<file path="src/rtl/cft_pkg.sv">
// Package for the connection flow table: widths, codes, the command type and the hash functions.
// No dependencies.
`default_nettype none
package cft_pkg;
    localparam int Buckets = 1024;
    localparam int Slots = 1024;
    localparam int BW = $clog2(Buckets);
    localparam int SW = $clog2(Slots);
    localparam int QDEPTH = 2;

    localparam logic [1:0] KIND_INSERT = 2'd0;
    localparam logic [1:0] KIND_REMOVE = 2'd1;
    localparam logic [1:0] KIND_SEARCH = 2'd2;

    localparam logic [1:0] ST_OK       = 2'd0;
    localparam logic [1:0] ST_MISS     = 2'd1;
    localparam logic [1:0] ST_LINKED   = 2'd2;
    localparam logic [1:0] ST_UNLINKED = 2'd3;

    typedef struct packed {
        logic [1:0]    kind;
        logic [SW-1:0] handle;
        logic [31:0]   ca;
        logic [15:0]   cp;
        logic [31:0]   sa;
        logic [15:0]   sp;
    } cmd_t;

    function automatic logic [31:0] oaat_round(input logic [31:0] h, input logic [7:0] b);
        logic [31:0] t;
        begin
            t = h + {24'd0, b};
            t = t + (t << 10);
            t = t ^ (t >> 6);
            return t;
        end
    endfunction

    function automatic logic [31:0] oaat_final(input logic [31:0] h);
        logic [31:0] t;
        begin
            t = h + (h << 3);
            t = t ^ (t >> 11);
            t = t + (t << 15);
            return t;
        end
    endfunction
endpackage
`default_nettype wire

</file>
<file path="src/rtl/cft_front.sv">
// Front end: takes commands and queues them for the table engine.
// Depends on cft_pkg.
`default_nettype none
module cft_front (
    input  wire logic          clk,
    input  wire logic          rst_n,
    input  wire logic          push,
    input  wire cft_pkg::cmd_t push_cmd,
    output logic               full,
    input  wire logic          pop,
    output logic               empty,
    output cft_pkg::cmd_t      head
);
    cft_pkg::cmd_t q_reg [cft_pkg::QDEPTH];
    logic wp_reg, rp_reg;
    logic [1:0] cnt_reg;

    assign full  = (cnt_reg == 2'(cft_pkg::QDEPTH));
    assign empty = (cnt_reg == 2'd0);
    assign head  = q_reg[rp_reg];

    always_ff @(posedge clk) begin
        if (push && !full)
            q_reg[wp_reg] <= push_cmd;
    end

    always_ff @(posedge clk or negedge rst_n) begin
        if (!rst_n)
        begin
            wp_reg <= 1'b0;
            rp_reg <= 1'b0;
            cnt_reg <= 2'd0;
        end
        else
        begin
            if (push && !full)
                wp_reg <= ~wp_reg;
            if (pop && !empty)
                rp_reg <= ~rp_reg;
            cnt_reg <= cnt_reg + 2'(push && !full) - 2'(pop && !empty);
        end
    end
endmodule
`default_nettype wire

</file>
<file path="config.mk">
export PLATFORM = sky130hd
export DESIGN_NAME = cft_front
export DESIGN_NICKNAME = d
export VERILOG_FILES = /design/src/rtl/cft_pkg.sv /design/src/rtl/cft_front.sv
export SDC_FILE = /design/constraint.sdc
export NUM_CORES = 1
export LEC_CHECK = 0
export BUFFER_PORTS_ARGS = -buffer_cell sky130_fd_sc_hd__buf_2
export CAP_MARGIN = 40
export CORE_ASPECT_RATIO = 1.1
export CORE_MARGIN = 1.5
export CORE_UTILIZATION = 47
export DETAILED_ROUTE_END_ITERATION = 16
export PLACE_DENSITY = 0.8
export SETUP_SLACK_MARGIN = 0.2
export SYNTH_ARGS = -nofsm -noshare
export SYNTH_HDL_FRONTEND = slang
export SYNTH_SLANG_ARGS = --single-unit
</file>
<file path="constraint.sdc">
create_clock -name clk -period 6.1 [get_ports clk]
set_input_delay 0.305 -clock clk [delete_from_list [all_inputs] [get_ports clk]]
set_output_delay 0.305 -clock clk [all_outputs]
set_load 0.01 [all_outputs]
</file>
==> results.txt, run 1 <==
Entering global routing, the biggest net connects 59 pins. The synthesized netlist net count is between 400 and 500. For the pin with the worst max-slew slack, the measured transition is ~810 ps.

The maximum clock path buffer count came out at 3. The count of clock tree sinks came out at 220. The number of gates given a new drive strength after cts came out at 0. The setup total negative slack came out at 0 ps. The number of placement rows is 49. The final HPWL from detailed placement came out at 9.45 mm. The number of warnings printed during yosys synthesis is 0. The most common cell in the synthesized netlist is sky130_fd_sc_hd__edfxtp_1. The global-route wire length before repair came out at 25.5 mm.

The minimum clock period after layout is 3020 ps. The clock insertion delay at the later pin of the skew report is 500 ps. Summed over its instances, the top area cell type makes up 80.9% of the synthesized netlist area. The startpoint-to-endpoint class of the critical path is flip-flop to output pin. The area of the core came out at 0.0165 mm2.

For this run, the leading register cell type out of synthesis is sky130_fd_sc_hd__edfxtp_1. The minimum setup slack after placement came out at 3530 ps. The final routed wire length divided by cell count is 18.2 um. The area of the die is 0.0178 mm2. The critical path contains buffers and inverters numbering 2 combined. The cell type with the highest aggregate area in the netlist is sky130_fd_sc_hd__edfxtp_1.

Setup repair after global routing left no endpoint under its margin. The power density over the cells is roughly 440 mW/mm2. The root buffer cell chosen for the clock tree is sky130_fd_sc_hd__clkbuf_16. TritonCTS built the clock tree. In this run the static leakage power is 0.00421 uW.

In the routed design, unresolved DRC markers number 0. The worst slew margin relative to its limit is 46.3%. The repair_antennas step left the layout with diodes totalling 0. Across all layers, the routed design uses approximately 4,500 vias. For this configuration, the core starts out at a cell density of 48.6%. Dividing the final minimum period by the clock period gives between 40% and 50%. The netlist area before placement came out at 0.00802 mm2.

The count of final max-slew check failures is 0. Yosys attributes the largest share of cell area to sky130_fd_sc_hd__edfxtp_1, sky130_fd_sc_hd__mux2_2, sky130_fd_sc_hd__mux2_4. The die outline height came out at 140 um. The number of input and output port buffers inserted came out at around 220. The final weighted congestion in routability-driven placement is roughly 0.71. The number of nets with antenna violations after routing came out at 0. The total track usage is 18.3%. STA classifies the critical path endpoint as an output pin. The number of flip-flops under the largest register name came out at 216. The via count of the first global-routing pass is between 5,000 and 6,000. The count of flip-flops with a built-in enable after synthesis is 216.

The max-cap violation count came out at 0. The worst hold path begins at push_cmd[76]. The detailed-router iteration count before antenna repair came out at 4. The total of flip-flops plus latches after synthesis is 220. The worst-path maximum fanout is 58. The slowest stage of the critical path is the sky130_fd_sc_hd__dfrtp_4 cell. The maximum resistive drop on vdd came out at 0.000317 V.

Clock skew on the completed layout was measured at 22.2 ps. The final layout contains 806 nets. The required time at the worst-slack endpoint came out at roughly 5800 ps. The count of final setup violators came out at 0.

The average footprint of a synthesized cell came out at 22.6 um2. The die width came out at 128 um. The flow ran to the end, and the final reports show no timing, DRC or antenna violations. By count the netlist is led by sky130_fd_sc_hd__edfxtp_1, sky130_fd_sc_hd__mux2_2, sky130_fd_sc_hd__mux2_4. The mean number of vias per cell came out at about 5.

The share of final-layout standard cells stronger than drive strength 1 is 51.8%. The proportion of synthesized chip area in sequential cells came out at between 80% and 90%. The number of instances in the synthesized netlist came out at 354. In this run the number of H-tree levels came out at 1. The setup slack after layout is between 3000 and 4000 ps. The fmax is 331 MHz. The initial antenna violation count came to 0. The most critical setup path has its startpoint at rp_reg. The count of boundary I/O pins is 222. The worst register-to-register path begins at cnt_reg[1]. The number of endpoints with negative hold slack in the final report is 0. Broken down by cell family, the worst path's largest delay share belongs to flip-flops. The clock slew at the register clock pins of the worst setup and hold paths came out at about 60 ps. In the synthesized netlist the async set-or-reset flop fraction comes to 1.82%. The count of unique library cells instantiated by Yosys came out at 15. The critical path launch point type is a flip-flop. The path class of the tightest hold or removal check is input pin to flip-flop. The leftover overflow at the end of global routing came out at 0. Relative to the synthesized area, the layout overhead comes to 37.4%. At the worst endpoint, the arrival time is 2720 ps. The aggregate routed wire length came out at about 17 mm. On the worst path, the slowest cell contributes a delay of between 800 and 900 ps. In this run, CTS created clock tree buffers numbering 23.

The initial detailed-routing violation count came out at 236. The signal on the critical path passes through buf_4, mux2_2, buf_2.
cell families (layout without fill, tap and decap cells):
family / after synthesis / after routing / share of synthesized area [%]
multiplexers: 108 / 108 / 15.6
buffers and inverters: 14 / 368 / 1.08
adder cells (fa/ha/maj): 2 / 2 / 0.312
flip-flops: 220 / 220 / 82.2
AND/OR/NAND/NOR: 6 / 6 / 0.375
XOR/XNOR: 4 / 4 / 0.437
per-stage QoR:
stage | cell area, um2 | hold WS (ps) | cells | total power, uW | util (%)
4_1_cts | 11000 | 0.637 | 910 | 4890 | 66.6
5_1_grt | 11000 | -5.37 | 912 | 5090 | 66.8
6_report | 11000 | 19.8 | 912 | 4850 | 66.8
3_5_place_dp | 9350 | 119 | 771 | 3600 | 56.7
2_1_floorplan | 8020 | 9.41 | 354 | 3130 | -
3_3_place_gp | 9350 | 117 | 771 | 3550 | 56.7
worst register-to-register path: cells and delay by family, from the launching register on:
family        cells  cell delay, ps
simple gates      3             390
flops             1             410
buf+inv           2            1310
cell usage in the layout, fill, tap and decap left out, drive strengths merged:
cell / n
clkinv: 7
and3: 1
nor2: 2
xor2: 1
nand2: 1
nor2b: 1
dfrtp: 4
ha: 2
xnor2: 3
dlygate4sd3: 100
nand2b: 1
mux2: 108
buf: 225
edfxtp: 216
clkbuf: 32
inv: 4
worst paths after layout:
path | endpoint | slack [ps] | depth (start not counted)
min | q_reg[1][76] | 20 | 1
max | head[25] | 3080 | 3
max in group asynchronous | rp_reg | 5820 | 2
min reg2reg | cnt_reg[1] | 510 | 1
max reg2reg | q_reg[0][41] | 3560 | 5
min in group asynchronous | rp_reg | 150 | 2
per-layer routing:
layer	GRT usage, %	vias up	routed length, um
met1	20.1	2224	6270
met4	5.50	0	254
li1	-	2087	-
met2	34.3	181	8930
met3	4.85	25	1170
met5	0	-	0
power breakdown:
group | leakage [uW] | internal, uW | total (uW) | switching [uW]
combinational | 0.00183 | 674 | 1390 | 713
clock | 0.000328 | 701 | 1240 | 537
sequential | 0.00205 | 2070 | 2230 | 156
repair_timing:
action | 4_1_cts | 5_1_grt
buffers inserted | 0 | 0
endpoints found under the hold margin | 191 | 3
hold buffers | 98 | 2
final cells by class:
class                           instances  area, um2
Fill cell                            1089       5480
Inverter                                2       7.51
Clock inverter                          9       55.1
Clock buffer                           32        609
Tap cell                              204        255
Timing Repair Buffer                  325       2140
Multi-Input combinational cell        120       1360
Sequential cell                       220       6590
Note: power is estimated with default switching activity, not from simulation.
==> inputs of run 2 (changes only) <==
--- a/config.mk
+++ b/config.mk
@@ -5,6 +5,7 @@
 export SDC_FILE = /design/constraint.sdc
 export NUM_CORES = 1
 export LEC_CHECK = 0
+export ABC_AREA = 1
 export BUFFER_PORTS_ARGS = -buffer_cell sky130_fd_sc_hd__buf_2
 export CAP_MARGIN = 40
 export CORE_ASPECT_RATIO = 1.1
==> constraint.sdc (replaced) <==
create_clock -name clk -period 2.66 [get_ports clk]
set_input_delay 0.133 -clock clk [delete_from_list [all_inputs] [get_ports clk]]
set_output_delay 0.133 -clock clk [all_outputs]
set_load 0.01 [all_outputs]
==> run 2 against run 1 <==
Against the previous run: clock power rose by 130%; routed wire length rose by 12%; via count rose by 25%; worst hold slack improved by 340 ps; register-to-register slack got worse by 2600 ps; synthesized cell count rose by 69%; clock skew fell by 13 ps; cell area rose by 1.9%; sequential share of layout area fell by 1.1 points; clock-buffer cell count fell by 1; first-iteration DRC count rose by 54%; die area rose by 0.50%.
==> results.txt, run 2 <==
Run status: finished clean (unchanged). The count of clock tree sinks is 220 (unchanged). The number of gates given a new drive strength after cts came to 0 (unchanged). The async set-reset flop share out of synthesis is 1.82% (unchanged). The area added between synthesis and finish was 39.2% (was 37.4%). The startpoint-to-endpoint class of the critical path was flip-flop to output pin (unchanged).

The number of filler cells placed in the layout came out at 1,111 (was 1,089). The netlist area before placement is 0.00806 mm2 (was 0.00802 mm2). The largest stage delay on the critical path was 500 ps (was 880 ps). The final routed wire length divided by cell count is 16.1 um (was 18.2 um).

The met2 usage is 36.7% (was 34.3%). The reg-to-reg endpoint was q_reg[0][48] (was q_reg[0][41]). The slew of the pin with the lowest slew margin came to 661 ps (was 805 ps). The CTS tree was built (unchanged).

The hold path startpoint is push_cmd[26] (was push_cmd[76]). The worst slew margin relative to its limit is 56.0% (was 46.3%). The aggregate routed wire length came out at 18.7 mm (was 16.6 mm). The number of endpoints with negative hold slack in the final report came out at 0 (unchanged). The number of input and output port buffers inserted came to 221 (unchanged).

The number of setup buffers added after CTS came out at 0 (unchanged). The final clock skew is 8.94 ps (was 22.2 ps). The leftover overflow at the end of global routing was 0 (unchanged). The share of final-layout standard cells stronger than drive strength 1 was 27.7% (was 51.8%). The count of unique library cells instantiated by Yosys is 12 (was 15). The share of the synthesized area in the top cell type came to 80.5% (was 80.9%). The die width came to 128 um (about the same). The mean number of vias per cell came to 4.86 (was 4.95). The maximum resistive drop on vdd came out at 0.000626 V (was 0.000317 V). The total track usage is 20.3% (was 18.3%). The placed cell count is 1,010 (was 771). The via count of the first global-routing pass came to 5,901 (was 5,012).

The number of warnings printed during yosys synthesis came out at 0 (unchanged). The count of flip-flops with a built-in enable after synthesis is 216 (unchanged). The synthesized netlist net count came out at 711 (was 468). Unrepaired setup endpoints after global routing: false (unchanged).

The average footprint of a synthesized cell is 13.5 um2 (was 22.6 um2). The type of the tightest min-delay check is input pin to flip-flop (unchanged). The worst-path maximum fanout is 60 (was 58). The clock insertion delay at the later pin of the skew report came out at 490 ps (was 500 ps). The initial detailed-routing violation count is 364 (was 236). The number of DRC violations after detailed routing came out at 0 (unchanged).

The detailed-router iteration count before antenna repair came to 5 (was 4). The setup slack after layout is 514 ps (was 3080 ps). The count of placed standard cells in the final layout, fillers left out was 1,163 (was 912). The die outline height is 140 um (about the same).

The cell at the root of the clock tree is sky130_fd_sc_hd__clkbuf_16 (unchanged). The data arrival time at the worst-slack endpoint is 2010 ps (was 2720 ps). The number of stages on the worst hold path came out at 2 (was 1). Most instantiated cells after synthesis: sky130_fd_sc_hd__nand2_1, sky130_fd_sc_hd__edfxtp_1, sky130_fd_sc_hd__buf_2, sky130_fd_sc_hd__inv_1, sky130_fd_sc_hd__clkbuf_1 (was sky130_fd_sc_hd__edfxtp_1, sky130_fd_sc_hd__mux2_2, sky130_fd_sc_hd__mux2_4).

The final-stage net count was 1,052 (was 806). The dominant synthesized flop cell is sky130_fd_sc_hd__edfxtp_1 (unchanged). The most frequent cell after synthesis is sky130_fd_sc_hd__nand2_1 (was sky130_fd_sc_hd__edfxtp_1).

The initial antenna violation count came to 2 (was 0). The summed area of non-filler cells in the final layout came out at 0.0112 mm2 (was 0.0110 mm2). The setup total negative slack is 0 ps (unchanged). The most crowded layer after global routing is met2 (unchanged). The multi-input logic area came to 0.00133 mm2 (was 0.00136 mm2). The count of boundary I/O pins came out at 222 (unchanged). The critical-path cell with the highest stage delay is sky130_fd_sc_hd__buf_4 (was sky130_fd_sc_hd__dfrtp_4).

The commonest non-fill, non-tap cell in the layout was sky130_fd_sc_hd__nand2_1 (was sky130_fd_sc_hd__buf_2). Ordered list of cells on the worst path: clkinv_2, buf_4, nand2_1, nand2_1, buf_2 (was buf_4, mux2_2, buf_2). The core occupancy in the finished layout is 66.4% (was 66.8%). The initial cell density of the core came out at 47.7% (was 48.6%). The maximum clock path buffer count came out at 3 (unchanged).

The global-route wire length before repair was 28.5 mm (was 25.5 mm). The via total after detailed routing is 5,651 (was 4,517). The required time at the worst-slack endpoint is 2530 ps (was 5790 ps). The critical path launch point type is a flip-flop (unchanged).

The clock slew at the register clock pins of the worst setup and hold paths came to 60 ps (about the same). The total of flip-flops plus latches after synthesis came to 220 (unchanged). The number of instances in the synthesized netlist came to 597 (was 354). The origin of the critical flop-to-flop path is cnt_reg[0] (was cnt_reg[1]). The proportion of synthesized chip area in sequential cells came to 81.7% (was 82.2%). The cell type with the highest aggregate area in the netlist is sky130_fd_sc_hd__edfxtp_1 (unchanged).

Largest cells by area after synthesis: sky130_fd_sc_hd__edfxtp_1, sky130_fd_sc_hd__nand2_1, sky130_fd_sc_hd__dfrtp_1 (was sky130_fd_sc_hd__edfxtp_1, sky130_fd_sc_hd__mux2_2, sky130_fd_sc_hd__mux2_4). The minimum clock period after layout came out at 2150 ps. The number of buffers created by CTS is 22 (was 23).

The power density over the cells is 1030 mW/mm2 (was 441 mW/mm2). Most frequent cells in the layout: sky130_fd_sc_hd__nand2_1, sky130_fd_sc_hd__buf_2, sky130_fd_sc_hd__edfxtp_1 (was sky130_fd_sc_hd__buf_2, sky130_fd_sc_hd__edfxtp_1, sky130_fd_sc_hd__dlygate4sd3_1). The fmax is 466 MHz. The number of flip-flops under the largest register name is 216 (unchanged). The largest net degree at the start of global routing is 110 (was 59). The max-cap violation count is 0 (unchanged). The met3 demand-to-capacity share in global routing is 5.61% (was 4.85%). The instance area after placement came out at 0.00942 mm2 (was 0.00935 mm2). The leakage power total came out at 0.00486 uW (was 0.00421 uW). The number of nets with antenna violations after routing was 0 (unchanged). The cell count of the worst reg-to-reg path came to 5 (unchanged). The end of the worst hold path was q_reg[1][26] (was q_reg[1][76]). The total area of sequential cells is 0.00659 mm2 (unchanged).

The count of final max-slew check failures came out at 0 (unchanged). The count of final setup violators was 0 (unchanged). The met1 demand-to-capacity share in global routing is 22.4% (was 20.1%).

The register-to-register setup slack came out at 990 ps (was 3560 ps). The final HPWL from detailed placement is 9.71 mm (was 9.45 mm). In this design, the critical path's most frequently occurring cell is sky130_fd_sc_hd__nand2_1. The post-route clock period utilization came out at 80.7%. The kind of end point of the critical path is an output pin (unchanged). The area of the core is 0.0169 mm2 (was 0.0165 mm2).

The level count of the clock H-tree came out at 1 (unchanged). The number of placement rows is 50 (was 49). The cts-stage hold buffer count is 112 (was 98).

The minimum setup slack after placement came out at 1010 ps (was 3530 ps). The final weighted congestion in routability-driven placement came out at 0.726 (was 0.715). The area of the die came out at 0.0179 mm2 (was 0.0178 mm2).
[run 2: cell type report]
cell class | instances | share of cell area [%]
sequential | 220 | 58.7
timing repair buffer | 340 | 20.7
multi-input combinational | 343 | 11.8
clock buffer | 31 | 5.40
tap | 208 | 2.32
clock inverter | 8 | 0.613
inverter | 11 | 0.413
antenna | 2 | 0.0446
[run 2: cell families after synthesis]
family	count (synthesis)	share of synthesized area, %
buf+inv	34	2.02
flops	220	81.7
fa+ha+maj	2	0.311
simple gates	341	15.9
[run 2: worst max path at each step]
stage,from,cells past startpoint,slack (ps),endpoint
after floorplan,cnt_reg[1],3,80,q_reg[1][0]
after global placement,wp_reg,4,1050,q_reg[0][48]
after detailed placement,wp_reg,4,1010,q_reg[0][48]
after CTS,rp_reg,5,550,head[30]
after global routing,rp_reg,5,400,head[45]
final,rp_reg,5,510,head[45]
[run 2: per-layer routing]
metal,vias up,share of wire (%)
li1,2690,-
met1,2656,37
met2,264,52
met3,41,8.1
met4,0,2.7
met5,-,0
[run 2: per-stage QoR]
step / power [uW] / hold WS (ps)
after global routing: 12200 / 342
after global placement: 8420 / -53.3
after detailed placement: 8530 / -52.3
final: 11600 / 360
after floorplan: 7080 / -163
after CTS: 11600 / 337
[run 2: report_power, final]
part | internal, uW | leakage [uW] | switching, uW
logic | 1260 | 0.00247 | 2470
registers | 4730 | 0.00206 | 196
clock network | 1690 | 0.000328 | 1220
total | 7680 | 0.00486 | 3890
[run 2: critical path, delay by kind of cell, from the launching register on]
family | cells | cell delay [ps]
buffers and inverters | 3 | 690
flip-flops | 1 | 490
AND/OR/NAND/NOR | 2 | 280
